[src/sv/cpk_pkg.sv]
// Shared types, codes and code conversion tables of the console printer/keyboard adapter.
package cpk_pkg;

    typedef enum logic [2:0] {
        MODE_START = 3'd0,
        MODE_LOAD  = 3'd1,
        MODE_TEST  = 3'd2,
        MODE_SENSE = 3'd3,
        MODE_APL   = 3'd4,
        MODE_TICK  = 3'd5
    } mode_t;

    typedef enum logic [1:0] {
        ST_OK      = 2'd0,
        ST_INVALID = 2'd1,
        ST_RESET   = 2'd2
    } status_t;

    typedef enum logic [1:0] {
        REG_REQUEST = 2'd0,
        REG_RETURN  = 2'd1,
        REG_CANCEL  = 2'd2,
        REG_END     = 2'd3
    } reg_index_t;

    // Flag word bit positions
    localparam int unsigned FB_INTRST   = 0;
    localparam int unsigned FB_KEYINT   = 1;
    localparam int unsigned FB_REQINT   = 2;
    localparam int unsigned FB_PROLIGHT = 4;
    localparam int unsigned FB_REQLIGHT = 5;
    localparam int unsigned FB_INTKEY   = 8;
    localparam int unsigned FB_INTEND   = 9;
    localparam int unsigned FB_INTREQ   = 10;
    localparam int unsigned FB_PRTREQ   = 11;
    localparam int unsigned FB_PRTBUSY  = 12;
    localparam int unsigned FB_PRTINT   = 13;

    localparam int unsigned FLAG_W      = 14;
    localparam logic [FLAG_W-1:0] FLAG_KEEP_MASK = 14'h3FC0;
    localparam logic [15:0] START_KBD_MASK = 16'h003F;

    // Start data bits for the printer
    localparam int unsigned PB_PRINT    = 7;
    localparam int unsigned PB_NEWLINE  = 6;
    localparam int unsigned PB_INTEN    = 2;
    localparam int unsigned PB_INTRST   = 0;

    // Device codes of the special keys
    localparam logic [7:0] KB_RETURN = 8'h12;
    localparam logic [7:0] KB_END    = 8'h0D;
    localparam logic [7:0] KB_CANCEL = 8'h03;

    localparam logic [2:0] SENSE_PAIR_LO = 3'd1;
    localparam logic [2:0] SENSE_PAIR_HI = 3'd3;

    typedef struct packed {
        logic [2:0]  mode;
        logic        unit_select;
        logic [2:0]  modifier;
        logic [15:0] io_data;
        logic [3:0]  cpu_level;
        logic        key_valid;
        logic [7:0]  key_char;
    } in_item_t;

    typedef struct packed {
        logic [1:0]  status;
        logic [15:0] sense_data;
        logic        print_valid;
        logic [7:0]  print_char;
        logic        print_newline;
        logic        irq_raise;
        logic        key_consumed;
        logic        request_light;
        logic        proceed_light;
    } out_item_t;

    typedef struct packed {
        logic [6:0] request_code;
        logic [6:0] return_code;
        logic [6:0] cancel_code;
        logic [6:0] end_code;
    } key_cfg_t;

    typedef struct packed {
        logic [FLAG_W-1:0] flags;
        logic [7:0]        keyboard_byte;
        logic [7:0]        printer_byte;
    } dev_state_t;

    localparam logic [6:0] RST_REQUEST_CODE = 7'd1;
    localparam logic [6:0] RST_RETURN_CODE  = 7'd18;
    localparam logic [6:0] RST_CANCEL_CODE  = 7'd27;
    localparam logic [6:0] RST_END_CODE     = 7'd13;

    localparam logic [7:0] DEV_TO_HOST [0:255] = '{
        8'h00,8'h01,8'h02,8'h03,8'hA6,8'h09,8'hA7,8'h7F,8'hA9,8'hB0,8'hB1,8'h0B,8'h0C,8'h0D,8'h0E,8'h0F,
        8'h10,8'h11,8'h12,8'h13,8'hB2,8'hB4,8'h08,8'hB7,8'h18,8'h19,8'h1A,8'hB8,8'hBA,8'h1D,8'hBB,8'h1F,
        8'hBD,8'hC0,8'h1C,8'hC1,8'hC2,8'h0A,8'h17,8'h1B,8'hC3,8'hC4,8'hC5,8'hC6,8'hC7,8'h05,8'h06,8'h07,
        8'hC8,8'hC9,8'h16,8'hCB,8'hCC,8'h1E,8'hCD,8'h04,8'hCE,8'hD0,8'hD1,8'hD2,8'h14,8'h15,8'hD3,8'hFC,
        8'h20,8'hD4,8'h83,8'h84,8'h85,8'hA0,8'hD5,8'h86,8'h87,8'hA4,8'h7E,8'h2E,8'h3C,8'h28,8'h2B,8'h7C,
        8'h26,8'h82,8'h88,8'h89,8'h8A,8'hA1,8'h8C,8'h8B,8'h8D,8'hD8,8'h21,8'h24,8'h2A,8'h29,8'h3B,8'h5E,
        8'h2D,8'h2F,8'hD9,8'h8E,8'hDB,8'hDC,8'hDD,8'h8F,8'h80,8'hA5,8'h7C,8'h2C,8'h25,8'h5F,8'h3E,8'h3F,
        8'hDE,8'h90,8'hDF,8'hE0,8'hE2,8'hE3,8'hE4,8'hE5,8'hE6,8'h60,8'h3A,8'h23,8'h40,8'h27,8'h3D,8'h22,
        8'hE7,8'h61,8'h62,8'h63,8'h64,8'h65,8'h66,8'h67,8'h68,8'h69,8'hAE,8'hAF,8'hE8,8'hE9,8'hEA,8'hEC,
        8'hF0,8'h6A,8'h6B,8'h6C,8'h6D,8'h6E,8'h6F,8'h70,8'h71,8'h72,8'hF1,8'hF2,8'h91,8'hF3,8'h92,8'hF4,
        8'hF5,8'h7E,8'h73,8'h74,8'h75,8'h76,8'h77,8'h78,8'h79,8'h7A,8'hAD,8'hA8,8'hF6,8'h5B,8'hF7,8'hF8,
        8'h9B,8'h9C,8'h9D,8'h9E,8'h9F,8'hB5,8'hB6,8'hAC,8'hAB,8'hB9,8'hAA,8'hB3,8'hBC,8'h5D,8'hBE,8'hBF,
        8'h7B,8'h41,8'h42,8'h43,8'h44,8'h45,8'h46,8'h47,8'h48,8'h49,8'hCA,8'h93,8'h94,8'h95,8'hA2,8'hCF,
        8'h7D,8'h4A,8'h4B,8'h4C,8'h4D,8'h4E,8'h4F,8'h50,8'h51,8'h52,8'hDA,8'h96,8'h81,8'h97,8'hA3,8'h98,
        8'h5C,8'hE1,8'h53,8'h54,8'h55,8'h56,8'h57,8'h58,8'h59,8'h5A,8'hFD,8'hEB,8'h99,8'hED,8'hEE,8'hEF,
        8'h30,8'h31,8'h32,8'h33,8'h34,8'h35,8'h36,8'h37,8'h38,8'h39,8'hFE,8'hFB,8'h9A,8'hF9,8'hFA,8'hFF
    };

    localparam logic [7:0] HOST_TO_DEV [0:127] = '{
        8'h00,8'h01,8'h02,8'h03,8'h37,8'h2D,8'h2E,8'h2F,8'h16,8'h05,8'h25,8'h0B,8'h0C,8'h0D,8'h0E,8'h0F,
        8'h10,8'h11,8'h12,8'h13,8'h3C,8'h3D,8'h32,8'h26,8'h18,8'h19,8'h1A,8'h27,8'h22,8'h1D,8'h35,8'h1F,
        8'h40,8'h5A,8'h7F,8'h7B,8'h5B,8'h6C,8'h50,8'h7D,8'h4D,8'h5D,8'h5C,8'h4E,8'h6B,8'h60,8'h4B,8'h61,
        8'hF0,8'hF1,8'hF2,8'hF3,8'hF4,8'hF5,8'hF6,8'hF7,8'hF8,8'hF9,8'h7A,8'h5E,8'h4C,8'h7E,8'h6E,8'h6F,
        8'h7C,8'hC1,8'hC2,8'hC3,8'hC4,8'hC5,8'hC6,8'hC7,8'hC8,8'hC9,8'hD1,8'hD2,8'hD3,8'hD4,8'hD5,8'hD6,
        8'hD7,8'hD8,8'hD9,8'hE2,8'hE3,8'hE4,8'hE5,8'hE6,8'hE7,8'hE8,8'hE9,8'hAD,8'hE0,8'hBD,8'h5F,8'h6D,
        8'h79,8'h81,8'h82,8'h83,8'h84,8'h85,8'h86,8'h87,8'h88,8'h89,8'h91,8'h92,8'h93,8'h94,8'h95,8'h96,
        8'h97,8'h98,8'h99,8'hA2,8'hA3,8'hA4,8'hA5,8'hA6,8'hA7,8'hA8,8'hA9,8'hC0,8'h4F,8'hD0,8'h4A,8'h07
    };

endpackage

[src/sv/cpk_apb_regs.sv]
// APB register file holding the four host key codes.
module cpk_apb_regs (
    input  logic              aclk,
    input  logic              aresetn,
    input  logic              psel,
    input  logic              penable,
    input  logic              pwrite,
    input  logic [3:0]        paddr,
    input  logic [31:0]       pwdata,
    output logic [31:0]       prdata,
    output logic              pready,
    output cpk_pkg::key_cfg_t cfg
);

    cpk_pkg::key_cfg_t cfg_reg;
    logic              wr_en;
    logic [1:0]        reg_sel;

    assign pready  = 1'b1;
    assign wr_en   = psel && penable && pwrite;
    assign reg_sel = paddr[3:2];
    assign cfg     = cfg_reg;

    always_ff @(posedge aclk) begin
        if (!aresetn) begin
            cfg_reg.request_code <= cpk_pkg::RST_REQUEST_CODE;
            cfg_reg.return_code  <= cpk_pkg::RST_RETURN_CODE;
            cfg_reg.cancel_code  <= cpk_pkg::RST_CANCEL_CODE;
            cfg_reg.end_code     <= cpk_pkg::RST_END_CODE;
        end else if (wr_en) begin
            case (reg_sel)
                cpk_pkg::REG_REQUEST: cfg_reg.request_code <= pwdata[6:0];
                cpk_pkg::REG_RETURN:  cfg_reg.return_code  <= pwdata[6:0];
                cpk_pkg::REG_CANCEL:  cfg_reg.cancel_code  <= pwdata[6:0];
                cpk_pkg::REG_END:     cfg_reg.end_code     <= pwdata[6:0];
                default: ;
            endcase
        end
    end

    always_comb begin
        case (reg_sel)
            cpk_pkg::REG_REQUEST: prdata = {25'd0, cfg_reg.request_code};
            cpk_pkg::REG_RETURN:  prdata = {25'd0, cfg_reg.return_code};
            cpk_pkg::REG_CANCEL:  prdata = {25'd0, cfg_reg.cancel_code};
            cpk_pkg::REG_END:     prdata = {25'd0, cfg_reg.end_code};
            default:              prdata = 32'd0;
        endcase
    end

endmodule

[src/sv/cpk_step.sv]
// Command and tick decode: next device state and the result item for one item.
module cpk_step (
    input  cpk_pkg::in_item_t   item,
    input  cpk_pkg::dev_state_t cur,
    input  cpk_pkg::key_cfg_t   cfg,
    output cpk_pkg::dev_state_t nxt,
    output cpk_pkg::out_item_t  res
);

    logic [6:0]  ac_raw;
    logic [6:0]  ac;
    logic        keyen;
    logic [15:0] sense_val;
    logic [15:0] data;

    assign data   = item.io_data;
    assign ac_raw = item.key_char[6:0];
    assign keyen  = cur.flags[cpk_pkg::FB_KEYINT];
    assign ac     = (ac_raw inside {[7'h61:7'h7A]}) ? ac_raw - 7'h20 : ac_raw;

    // Sense byte pairs
    always_comb begin
        sense_val = 16'd0;
        if (!item.unit_select) begin
            if (item.modifier == cpk_pkg::SENSE_PAIR_LO) begin
                sense_val[15:8] = cur.keyboard_byte;
                sense_val[2] = (cur.keyboard_byte == cpk_pkg::KB_RETURN);
                sense_val[3] = cur.flags[cpk_pkg::FB_INTKEY];
                sense_val[4] = (cur.keyboard_byte == cpk_pkg::KB_END);
                sense_val[5] = (cur.keyboard_byte == cpk_pkg::KB_CANCEL);
                sense_val[6] = cur.flags[cpk_pkg::FB_INTEND];
                sense_val[7] = cur.flags[cpk_pkg::FB_INTREQ];
            end else begin
                sense_val[6] = cur.flags[cpk_pkg::FB_KEYINT];
                sense_val[7] = cur.flags[cpk_pkg::FB_REQINT];
            end
        end else if (item.modifier == cpk_pkg::SENSE_PAIR_LO) begin
            sense_val[4] = cur.flags[cpk_pkg::FB_PRTBUSY];
            sense_val[7] = cur.flags[cpk_pkg::FB_PRTREQ];
        end
    end

    always_comb begin
        nxt = cur;
        res = '0;
        res.status = cpk_pkg::ST_OK;
        case (item.mode)
            cpk_pkg::MODE_START: begin
                if (item.modifier != 3'd0) begin
                    res.status = cpk_pkg::ST_INVALID;
                end else if (!item.unit_select) begin
                    nxt.flags = (cur.flags & cpk_pkg::FLAG_KEEP_MASK)
                              | cpk_pkg::FLAG_W'(data & cpk_pkg::START_KBD_MASK);
                    if (data[cpk_pkg::FB_INTRST]) begin
                        nxt.flags[cpk_pkg::FB_INTREQ] = 1'b0;
                        nxt.flags[cpk_pkg::FB_INTKEY] = 1'b0;
                        nxt.flags[cpk_pkg::FB_INTEND] = 1'b0;
                        res.status = cpk_pkg::ST_RESET;
                    end
                end else begin
                    if (data[cpk_pkg::PB_PRINT]) begin
                        res.print_valid = 1'b1;
                        res.print_char  = cpk_pkg::DEV_TO_HOST[cur.printer_byte];
                        nxt.flags[cpk_pkg::FB_PRTBUSY] = 1'b1;
                    end
                    if (data[cpk_pkg::PB_NEWLINE]) begin
                        res.print_newline = 1'b1;
                        nxt.flags[cpk_pkg::FB_PRTBUSY] = 1'b1;
                    end
                    nxt.flags[cpk_pkg::FB_PRTINT] = data[cpk_pkg::PB_INTEN];
                    if (data[cpk_pkg::PB_INTRST] && !item.cpu_level[3]) begin
                        if (!data[cpk_pkg::PB_PRINT]) begin
                            nxt.flags[cpk_pkg::FB_PRTREQ] = 1'b0;
                        end
                        res.status = cpk_pkg::ST_RESET;
                    end
                end
            end
            cpk_pkg::MODE_LOAD: begin
                if (item.modifier != 3'd0 || !item.unit_select) begin
                    res.status = cpk_pkg::ST_INVALID;
                end else begin
                    nxt.printer_byte = data[15:8];
                end
            end
            cpk_pkg::MODE_TEST, cpk_pkg::MODE_APL: begin
                res.status = cpk_pkg::ST_INVALID;
            end
            cpk_pkg::MODE_SENSE: begin
                if (item.modifier != cpk_pkg::SENSE_PAIR_LO
                        && item.modifier != cpk_pkg::SENSE_PAIR_HI) begin
                    res.status = cpk_pkg::ST_INVALID;
                end else begin
                    res.sense_data = sense_val;
                end
            end
            cpk_pkg::MODE_TICK: begin
                if (cur.flags[cpk_pkg::FB_PRTBUSY] && cur.flags[cpk_pkg::FB_PRTINT]) begin
                    // Printer completes first; a key waits for the next tick
                    nxt.flags[cpk_pkg::FB_PRTBUSY] = 1'b0;
                    nxt.flags[cpk_pkg::FB_PRTREQ]  = 1'b1;
                    res.irq_raise = 1'b1;
                end else if (item.key_valid) begin
                    res.key_consumed = 1'b1;
                    if (ac_raw == cfg.request_code) begin
                        if (cur.flags[cpk_pkg::FB_REQINT]) begin
                            nxt.flags[cpk_pkg::FB_INTREQ] = 1'b1;
                            res.irq_raise = 1'b1;
                        end
                    end else begin
                        nxt.keyboard_byte = cpk_pkg::HOST_TO_DEV[ac];
                        if (ac == cfg.end_code) begin
                            if (keyen) begin
                                nxt.flags[cpk_pkg::FB_INTEND] = 1'b1;
                                nxt.keyboard_byte = cpk_pkg::KB_END;
                                res.irq_raise = 1'b1;
                            end
                        end else if (ac == cfg.cancel_code) begin
                            if (keyen) begin
                                nxt.flags[cpk_pkg::FB_INTEND] = 1'b1;
                                nxt.keyboard_byte = cpk_pkg::KB_CANCEL;
                                res.irq_raise = 1'b1;
                            end
                        end else if (ac == cfg.return_code) begin
                            if (keyen) begin
                                nxt.flags[cpk_pkg::FB_INTKEY] = 1'b1;
                                nxt.keyboard_byte = cpk_pkg::KB_RETURN;
                                res.irq_raise = 1'b1;
                            end
                        end else if (keyen) begin
                            nxt.flags[cpk_pkg::FB_INTKEY] = 1'b1;
                            res.irq_raise = 1'b1;
                        end
                    end
                end
            end
            default: ;
        endcase
        res.request_light = nxt.flags[cpk_pkg::FB_REQLIGHT];
        res.proceed_light = nxt.flags[cpk_pkg::FB_PROLIGHT];
    end

endmodule

[src/sv/console_printer_keyboard_io_core.sv]
// Top level of the console printer/keyboard adapter: input register, step logic, result register.
//
//  channel   ports                         direction  payload
//  input     s_valid s_ready s_item        in         cpk_pkg::in_item_t
//  result    m_valid m_ready m_item        out        cpk_pkg::out_item_t
//  config    psel penable pwrite paddr     in/out     four 7-bit key codes at 0x0..0xC
//            pwdata prdata pready
//
//  One item per cycle sustained while m_ready is high; m_valid rises once an accepted item
//  has passed the input register and the single decode pass into the result register.
//  The device state (flag word, keyboard byte, printer byte) updates in the same
//  edge that loads the result register, so items retire strictly in order.
//  A stalled result holds the input register; s_ready stays high while the input
//  register is empty or drains on this edge. Reset clears state and valid bits.
module console_printer_keyboard_io_core (
    input  logic               aclk,
    input  logic               aresetn,
    input  logic               s_valid,
    output logic               s_ready,
    input  cpk_pkg::in_item_t  s_item,
    output logic               m_valid,
    input  logic               m_ready,
    output cpk_pkg::out_item_t m_item,
    input  logic               psel,
    input  logic               penable,
    input  logic               pwrite,
    input  logic [3:0]         paddr,
    input  logic [31:0]        pwdata,
    output logic [31:0]        prdata,
    output logic               pready
);

    cpk_pkg::key_cfg_t   cfg;
    logic                in_valid_reg;
    cpk_pkg::in_item_t   in_item_reg;
    logic                out_valid_reg;
    cpk_pkg::out_item_t  out_item_reg;
    cpk_pkg::dev_state_t state_reg;
    cpk_pkg::dev_state_t state_next;
    cpk_pkg::out_item_t  res_next;
    logic                advance;

    cpk_apb_regs u_regs (
        .aclk    (aclk),
        .aresetn (aresetn),
        .psel    (psel),
        .penable (penable),
        .pwrite  (pwrite),
        .paddr   (paddr),
        .pwdata  (pwdata),
        .prdata  (prdata),
        .pready  (pready),
        .cfg     (cfg)
    );

    cpk_step u_step (
        .item (in_item_reg),
        .cur  (state_reg),
        .cfg  (cfg),
        .nxt  (state_next),
        .res  (res_next)
    );

    // Move the held item into the result register when that slot is free or drains
    assign advance = in_valid_reg && (!out_valid_reg || m_ready);
    assign s_ready = !in_valid_reg || advance;
    assign m_valid = out_valid_reg;
    assign m_item  = out_item_reg;

    // Input register
    always_ff @(posedge aclk) begin
        if (!aresetn) begin
            in_valid_reg <= 1'b0;
        end else if (s_valid && s_ready) begin
            in_valid_reg <= 1'b1;
        end else if (advance) begin
            in_valid_reg <= 1'b0;
        end
    end

    always_ff @(posedge aclk) begin
        if (s_valid && s_ready) begin
            in_item_reg <= s_item;
        end
    end

    // Result register and device state advance together
    always_ff @(posedge aclk) begin
        if (!aresetn) begin
            out_valid_reg <= 1'b0;
            state_reg     <= '0;
        end else if (advance) begin
            out_valid_reg <= 1'b1;
            state_reg     <= state_next;
        end else if (m_ready) begin
            out_valid_reg <= 1'b0;
        end
    end

    always_ff @(posedge aclk) begin
        if (advance) begin
            out_item_reg <= res_next;
        end
    end

`ifndef SYNTHESIS
    a_state_only_on_advance: assert property (@(posedge aclk) disable iff (!aresetn)
        !advance |=> $stable(state_reg))
        else $error("device state changed without a retiring item");

    a_advance_fills_output: assert property (@(posedge aclk) disable iff (!aresetn)
        advance |=> out_valid_reg)
        else $error("retired item did not reach the result register");

    a_key_excludes_print: assert property (@(posedge aclk) disable iff (!aresetn)
        out_valid_reg && out_item_reg.key_consumed |->
            !out_item_reg.print_valid && out_item_reg.sense_data == 16'd0)
        else $error("key tick result carries print or sense data");

    a_no_ready_while_blocked: assert property (@(posedge aclk) disable iff (!aresetn)
        in_valid_reg && out_valid_reg && !m_ready |-> !s_ready)
        else $error("input accepted while both registers are full and stalled");
`endif

endmodule
[config.mk]
export PLATFORM = sky130hd
export DESIGN_NAME = console_printer_keyboard_io_core
export DESIGN_NICKNAME = d
export VERILOG_FILES = /design/src/sv/cpk_pkg.sv /design/src/sv/cpk_apb_regs.sv /design/src/sv/cpk_step.sv /design/src/sv/console_printer_keyboard_io_core.sv
export SDC_FILE = /design/constraint.sdc
export NUM_CORES = 1
export LEC_CHECK = 0
export CAP_MARGIN = 20
export CORE_MARGIN = 2
export CORE_UTILIZATION = 33
export DETAILED_ROUTE_END_ITERATION = 12
export DONT_BUFFER_PORTS = 1
export SLEW_MARGIN = 15
export SYNTH_ARGS = -nofsm -noshare
export SYNTH_HDL_FRONTEND = slang
export SYNTH_HIERARCHICAL = 1
export SYNTH_SLANG_ARGS = --single-unit
[constraint.sdc]
create_clock -name aclk -period 9.15 [get_ports aclk]
set_clock_uncertainty 0.2 [all_clocks]
set_input_delay 1.3725 -clock aclk [delete_from_list [all_inputs] [get_ports aclk]]
set_output_delay 1.3725 -clock aclk [all_outputs]
set_load 0.01 [all_outputs]
==> results of run 1 <==
## power by group through the flow
| stage | clock (W) | sequential (W) | combinational [W] |
|---|---|---|---|
| floorplan | 0 | 0.000601 | 0.000131 |
| global placement | 0 | 0.000607 | 0.000132 |
| detailed placement | 0 | 0.000608 | 0.000132 |
| CTS | 0.000674 | 0.000596 | 0.000133 |
| global route | 0.000700 | 0.000598 | 0.000147 |
| finish | 0.000660 | 0.000596 | 0.000135 |
## layer usage
metal  GRT usage (%)  wire [um]
met1           25.04      12630
met2           26.71      12020
met3           3.298       1881
met4           6.517        842
met5               0          0
## layout make-up
cell class	count	area, um2	share of cell area (%)
clock buffers	19	432.9	4.373
clock inverters	13	132.6	1.340
inverters	27	101.3	1.024
multi-input cells	886	5652	57.08
flip-flops and latches	119	3019	30.49
well taps	378	473.0	4.777
repair buffers	12	90.09	0.9099
## metrics by stage
stage	setup slack, ns	power, W	utilization [%]	cells
final	4.793	0.001392	35.54	1454
after global routing	4.485	0.001445	35.54	1454
after CTS	4.819	0.001404	35.54	1454
after detailed placement	4.861	0.0007399	33.51	1422
after global placement	4.829	0.0007398	33.51	1422
after floorplan	5.541	0.0007314	-	1162
## worst min-delay path: cells and delay by family, from the launching register on
kind          cells  cell delay [ns]
flops             1             0.31
simple gates      1             0.05
mux               1             0.05
## worst max path at each step
stage                              start      endpoint  slack, ns  cells after the start
after floorplan                 paddr[3]     prdata[0]       5.54                      2
after global placement    in_item_reg[0]  state_reg[8]       4.83                     12
after detailed placement  in_item_reg[0]  state_reg[8]       4.86                     12
after CTS                 in_item_reg[0]  state_reg[8]       4.82                     12
after global routing      in_item_reg[0]  state_reg[8]       4.48                     12
final                     in_item_reg[0]  state_reg[8]       4.79                     12
==> flow_summary.yaml, run 1 <==
cts:
  clk_pin_slew_ns: 0.06
  cts_hold_buf: 0
  cts_made_buffers: 17
  cts_sinks: 119
  htree_levels: 4
  cts_tree: "yes"
  root_buffer: "clkbuf_16"
  max-clock-path-buffers: 2
  cts_resized: 0
  cts_setup_buffers: 0
  clock_latency_ns: 0.43
routing:
  wl_per_cell_um: 18.82
  drc: 0
  wl_mm: 27.37
  drtIter0Drc: 1065
  drtPass1Iterations: 7
  vias: 8475
  vias_per_cell: 5.829
  ant_nets: 0
die:
  die_w_um: 172.6
  core-area_mm2: 0.02786
  initial_core_util_pct: 33.67
  die-area_mm2: 0.02979
  die_h_um: 172.6
  rows: 61
  ios: 146
worst_setup_path:
  reg2reg_to: "state_reg[8]"
  regToRegSetupSlack_ns: 4.79
  startpoint_type: "flip-flop"
  rr_startpoint: "in_item_reg[0]"
  endpoint_kind: "flip-flop"
  crit_family: "compound AO/OA/AOI/OAI gates"
  cp_slowest_cell: "edfxtp_1"
  cp.buffers_inverters: 1
  critical_path_required_ns: 9.29
  critical_path.cell_chain: "inv_1 -> ha_1 -> and3b_1 -> o21ai_0 -> a21oi_1 -> nor2_2 -> a21oi_1 -> a2111oi_2 -> o21ai_1 -> a31oi_1 -> nand2_1 -> mux2i_1"
  slowest_delay_ns: 0.91
  reg2regPathDepth: 12
  crit_path_frequent_cell: "a21oi_1"
  path_class: "flip-flop to flip-flop"
  arrival_ns: 4.50
  path_max_fanout: 18
timing:
  hold_ws_ns: 0.2568
  hold_viol: 0
  finalCritPeriodShare_pct: 47.62
  finalSetupViolCount: 0
  finalSetupTns_ns: 0
  slew_violations: 0
  clock.fmax_mhz: 229.5
  layout_min_cycle_time_ns: 4.357
  rsz0062_at_grt: "false"
  relSlewSlack_pct: 37.88
  tightest_slew_ns: 0.9318
layout:
  n_antenna_cell: 0
  largest_reg_flops: 32
  mostFrequentLayoutCell: "nand2_1"
  most-common-layout-cells: "nand2_1, a21oi_1, o21ai_0"
  stdcell_area_mm2: 0.009901
  area_delta_synth_final_pct: 5.549
  layout.nets: 1158
  nFillCells: 2885
  drive_above_1_share_pct: 8.086
worst_hold_path:
  hold-path-endpoint: "state_reg[20]"
  hp-class: "flip-flop to flip-flop"
  min_from: "state_reg[20]"
  min_path_cells: 2
place:
  detailed_place_hpwl_mm: 18.02
  io_buffers: 0
  placed_area_mm2: 0.009335
  routabilityCongestion: 0.9317
synth:
  ys_warn_count: 6
  syn_area_mm2: 0.009380
  synth_cells: 1137
  synth_area_per_cell_um2: 8.250
power_and_ir_drop:
  p_leak_nw: 3.363
  power.share.clock_pct: 47.5
  pwr-share-comb_pct: 9.7
  ir_worst_vdd_mv: 0.1237
  switching_share_pct: 26.27
  seqPwrFrac_pct: 42.8
  power.switching_w: 0.0003655
  p_per_area_mw_per_mm2: 140.6
  p_int_w: 0.001026
run_status:
  status: "completed"
global_routing:
  grt_pass1_vias: 7379
  grt_overflow: 0
  grt.total_usage_pct: 17.67
  grt_max_degree: 102
  grt_pass1_wl_mm: 42.70
  antenna_found_initial: 0
flow_run:
  drv_cap: 0
(Power assumes the default switching activity.)
==> run 2: changes to the inputs <==
- ABC_AREA: not set -> 1
- clock period: 9.15 -> 4.3 ns (I/O delays scaled with it)
==> run 2 against run 1 <==
Sequential share of layout area decreased by 0.70 points. Core utilization increased by 0.67 points. Largest cell class unchanged. Clock power increased by 130%. Via count increased by 13%. Synthesized cell count increased by 23%. Sequential power increased by 120%. Area after synthesis increased by 0.29%. Clock-buffer cell count unchanged. Highest routed layer unchanged. Critical path depth increased by 8.
==> flow_summary.yaml, run 2 <==
cts:
  cts_setup_buffers: 0
  cts_tree: "yes"
  htree_levels: 4
  clock_latency_ns: 0.43
  root_buffer: "clkbuf_16"
  cts_made_buffers: 17
  cts_sinks: 119
  cts_hold_buf: 0
  cts_resized: 0
  clk_pin_slew_ns: 0.06
  max-clock-path-buffers: 2
power_and_ir_drop:
  p_per_area_mw_per_mm2: 349.0
  p_leak_nw: 4.145
  ir_worst_vdd_mv: 0.2408
timing:
  finalSetupTns_ns: 0
  finalCritPeriodShare_pct: 72.89
  clock.fmax_mhz: 319.1
  slew_violations: 0
  finalSetupViolCount: 0
  relSlewSlack_pct: 34.09
  rsz0062_at_grt: "false"
  hold_viol: 0
  layout_min_cycle_time_ns: 3.134
  tightest_slew_ns: 0.9850
worst_hold_path:
  hp-class: "input port to flip-flop"
  hold-path-endpoint: "in_item_reg[24]"
  min_path_cells: 0
  min_from: "s_item[24]"
die:
  core-area_mm2: 0.02793
  initial_core_util_pct: 33.68
  ios: 146
  die-area_mm2: 0.02988
  rows: 61
  die_h_um: 172.8
  die_w_um: 172.8
worst_setup_path:
  regToRegSetupSlack_ns: 1.17
  rr_startpoint: "in_item_reg[0]"
  path_max_fanout: 13
  startpoint_type: "flip-flop"
  reg2reg_to: "state_reg[14]"
  arrival_ns: 3.25
  endpoint_kind: "flip-flop"
  critical_path_required_ns: 4.42
  path_class: "flip-flop to flip-flop"
  reg2regPathDepth: 20
routing:
  drc: 0
  vias: 9572
  wl_mm: 30.90
  drtPass1Iterations: 6
  wl_per_cell_um: 17.68
  vias_per_cell: 5.476
  drtIter0Drc: 1010
  ant_nets: 0
layout:
  n_antenna_cell: 0
  multiInputGateArea_mm2: 0.005294
  drive_above_1_share_pct: 8.759
  stdcell_area_mm2: 0.01012
  nFillCells: 3053
  seqCellArea_mm2: 0.003014
  most-common-layout-cells: "nand2_1, nor2_1, inv_1"
  area_delta_synth_final_pct: 7.528
  fin_util_pct: 36.21
  largest_reg_flops: 32
  mostFrequentLayoutCell: "nand2_1"
  layout.nets: 1452
run_status:
  status: "completed"
global_routing:
  grt.total_usage_pct: 20.42
  grt_max_degree: 56
  grt_pass1_vias: 8872
  grt_overflow: 0
  antenna_found_initial: 0
  grt_pass1_wl_mm: 48.85
synth:
  ys_warn_count: 6
  synth_area_per_cell_um2: 6.739
  synth_cells: 1396
  syn_area_mm2: 0.009408
place:
  routabilityCongestion: 0.9798
  io_buffers: 0
  placed_area_mm2: 0.009483
  detailed_place_hpwl_mm: 21.61
flow_run:
  drv_cap: 0
## run 2: worst max-delay path: stages (launching register included)
cell      delay [ns]
edfxtp_1        0.35
buf_4           0.20
inv_1           0.25
ha_1            0.22
nand3_1         0.16
o21ai_4         0.30
nand2_4         0.10
nand2_1         0.08
nand2_2         0.19
nand2_1         0.11
nand2_1         0.05
nor2_1          0.20
inv_2           0.07
nand2_1         0.11
nor2_2          0.06
nand2_1         0.07
nand2_1         0.05
inv_1           0.06
nand3_2         0.07
nand2_1         0.09
nor2_1          0.04
## run 2: routing by layer
metal  GRT usage, %  up-vias  part of all wire, %
li1               -     4552                    -
met1          25.88     4424                   42
met2          32.65      499                   46
met3          4.529       97                  8.1
met4          10.38        0                  4.2
met5              0        -                    0
## run 2: final cells by class
class | count | area share [%]
well taps | 378 | 4.675
repair buffers | 22 | 1.756
clock inverters | 13 | 1.682
flip-flops and latches | 119 | 29.80
inverters | 145 | 5.380
clock buffers | 19 | 4.378
multi-input cells | 1052 | 52.33
## run 2: where the power goes
part	internal, W	leakage [nW]	switching, W	total (W)
Clock	0.000931	0.279	0.000561	0.00149
Combinational	0.000220	2.79	0.000513	0.000733
Sequential	0.00125	1.08	0.0000528	0.00130
Total	0.00240	4.15	0.00113	0.00353
## run 2: per-stage QoR
step	instances	worst slack (ns)	total power [W]	hold WS (ns)
finish	1748	1.166	0.003530	0.1059
global route	1748	0.8792	0.003687	0.07677
CTS	1747	1.177	0.003545	0.08093
detailed placement	1715	1.184	0.002035	0.2700
global placement	1715	1.205	0.002044	0.2587
floorplan	1421	1.402	0.001887	0.2462
## run 2: how the worst max path moves through the flow
stage                         end           start  slack, ns
floorplan               m_item[0]         m_ready       1.40
global placement    state_reg[14]  in_item_reg[0]       1.20
finish              state_reg[14]  in_item_reg[0]       1.17
CTS                 state_reg[14]  in_item_reg[0]       1.18
global route        state_reg[14]  in_item_reg[0]       0.88
detailed placement  state_reg[14]  in_item_reg[0]       1.18
==> run 3: changes to the inputs <==
- clock period: 4.3 -> 2.6 ns (I/O delays scaled with it)
==> run 3 against run 2 <==
The flow now finishes with violations (hold timing, setup timing). Sequential share of layout area shrank 4.7 points. Die area is the same. Clock power rose by 64%. Maximum frequency rose by 18%. Design area up 19%.
==> flow_summary.yaml, run 3 (synthesis gave the netlist of run 2 again) <==
run_status:
  status: "complete, but fails checks"
  violations: "hold timing, setup timing"
layout:
  stdcell_area_mm2: 0.01203
  drive_above_1_share_pct: 17.44
  largest_reg_flops: 32
  most-common-layout-cells: "nand2_1, nor2_1, inv_1"
  layout.nets: 1636
  area_delta_synth_final_pct: 27.92
  mostFrequentLayoutCell: "nand2_1"
  fin_cells: 1933
routing:
  drtIter0Drc: 900
  drc: 0
  drtPass1Iterations: 6
  vias_per_cell: 5.305
  wl_per_cell_um: 17.71
  vias: 10250
  ant_nets: 0
  wl_mm: 34.23
die:
  die_w_um: 172.8
  rows: 61
  core-area_mm2: 0.02793
  die-area_mm2: 0.02988
  ios: 146
  initial_core_util_pct: 33.68
  die_h_um: 172.8
worst_setup_path:
  crit_path_frequent_cell: "nand2_1"
  critical_path_required_ns: 2.72
  crit_family: "simple AND/OR/NAND/NOR gates"
  path_class: "flip-flop to flip-flop"
  cp.buffers_inverters: 4
  cp_slowest_cell: "edfxtp_1"
  arrival_ns: 2.77
  critical_path.cell_chain: "inv_2 -> ha_4 -> nand2_1 -> nand3b_1 -> nand2_4 -> nand2_8 -> nand2_8 -> nand2_8 -> buf_6 -> buf_6 -> nand2_2 -> nand2_1 -> nand2_1 -> o21ai_2 -> nand3_1 -> a21oi_2 -> inv_1 -> nand3_2 -> nand2_1 -> nor2_1"
  startpoint_type: "flip-flop"
  slowest_delay_ns: 0.45
  endpoint_kind: "flip-flop"
  path_max_fanout: 6
timing:
  relSlewSlack_pct: 53.78
  slew_violations: 0
  finalSetupViolCount: 4
  tightest_slew_ns: 0.6926
  finalSetupTns_ns: -0.08817
  finalCritPeriodShare_pct: 101.8
  hold_ws_ns: -0.1129
  layout_min_cycle_time_ns: 2.648
  setup_ws_ns: -0.04802
  clock.fmax_mhz: 377.6
  rsz0062_at_grt: "true"
  hold_viol: 14
power_and_ir_drop:
  p_per_area_mw_per_mm2: 512.3
  switching_share_pct: 31.50
  p_int_w: 0.004223
  p_leak_nw: 5.032
  power.switching_w: 0.001942
  ir_worst_vdd_mv: 0.6952
  seqPwrFrac_pct: 34.9
  power.share.clock_pct: 39.7
  pwr-share-comb_pct: 25.4
cts:
  clk_pin_slew_ns: 0.05
  cts_sinks: 119
  clock_latency_ns: 0.43
  cts_made_buffers: 17
  cts_tree: "yes"
  max-clock-path-buffers: 2
  cts_hold_buf: 75
  htree_levels: 4
  root_buffer: "clkbuf_16"
place:
  io_buffers: 0
  routabilityCongestion: 0.9590
  detailed_place_hpwl_mm: 24.04
  place_inst: 1807
  placed_area_mm2: 0.01024
global_routing:
  grt_pass1_vias: 9800
  grt_overflow: 0
  grt_pass1_wl_mm: 52.82
  antenna_found_initial: 0
  grt_max_degree: 56
  grt.total_usage_pct: 22.13
flow_run:
  drv_cap: 0
worst_hold_path:
  hp-class: "input port to flip-flop"
## run 3: final timing paths
| check | start | to | slack [ns] | depth (start not counted) |
|---|---|---|---|---|
| hold / removal | aresetn | state_reg[25] | -0.11 | 2 |
| hold reg to reg | state_reg[24] | state_reg[24] | 0.28 | 2 |
| setup / recovery | in_item_reg[1] | state_reg[10] | -0.05 | 20 |
| setup reg to reg | in_item_reg[1] | state_reg[10] | -0.05 | 20 |
## run 3: through the flow
stage	total power, W	setup slack [ns]	utilization (%)
CTS	0.006116	-0.01070	42.01
floorplan	0.003120	0.01072	-
finish	0.006165	-0.04802	43.08
detailed placement	0.003530	-0.1356	36.64
global route	0.006439	-0.1946	43.07
global placement	0.003549	-0.07855	36.64
## run 3: cell type report
type	instances	area, um2
Inverter	145	546.8
Fill cell	2943	15900
Clock buffer	23	499.2
Multi-Input combinational cell	1054	5565
Sequential cell	119	3014
Tap cell	378	473.0
Clock inverter	9	112.6
Timing Repair Buffer	204	1821
Antenna cell	1	2.502
## run 3: power groups by stage
stage	logic, W	clock network (W)	registers [W]
3_5_place_dp	0.00134	0	0.00219
3_3_place_gp	0.00136	0	0.00219
2_1_floorplan	0.000955	0	0.00217
6_report	0.00157	0.00245	0.00215
4_1_cts	0.00147	0.00250	0.00215
5_1_grt	0.00170	0.00258	0.00216
## run 3: what timing repair did
item / in CTS / in global routing
endpoints found under the setup margin: 10 / 24
setup buffers: 5 / 11
resized for setup: 23 / 50
cloned: 2 / 1
pin swaps: 9 / 22
endpoints found under the hold margin: 87 / 14
## run 3: worst reg2reg max path, stage by stage (launching register included)
cell and delay (ns):
edfxtp_1 0.45, inv_2 0.14, ha_4 0.15, nand2_1 0.04, nand3b_1 0.20, nand2_4 0.16, nand2_8 0.11, nand2_8 0.11
nand2_8 0.07, buf_6 0.13, buf_6 0.10, nand2_2 0.04, nand2_1 0.04, nand2_1 0.06, o21ai_2 0.08, nand3_1 0.12
a21oi_2 0.06, inv_1 0.06, nand3_2 0.06, nand2_1 0.10, nor2_1 0.04
## run 3: per-layer routing
| layer | vias up | share of wire, % | global-route usage (%) |
|---|---|---|---|
| met1 | 4791 | 41 | 27.30 |
| li1 | 4902 | - | - |
| met3 | 103 | 7.3 | 3.914 |
| met5 | - | 0 | 0 |
| met2 | 458 | 47 | 36.85 |
| met4 | 0 | 4.9 | 11.69 |
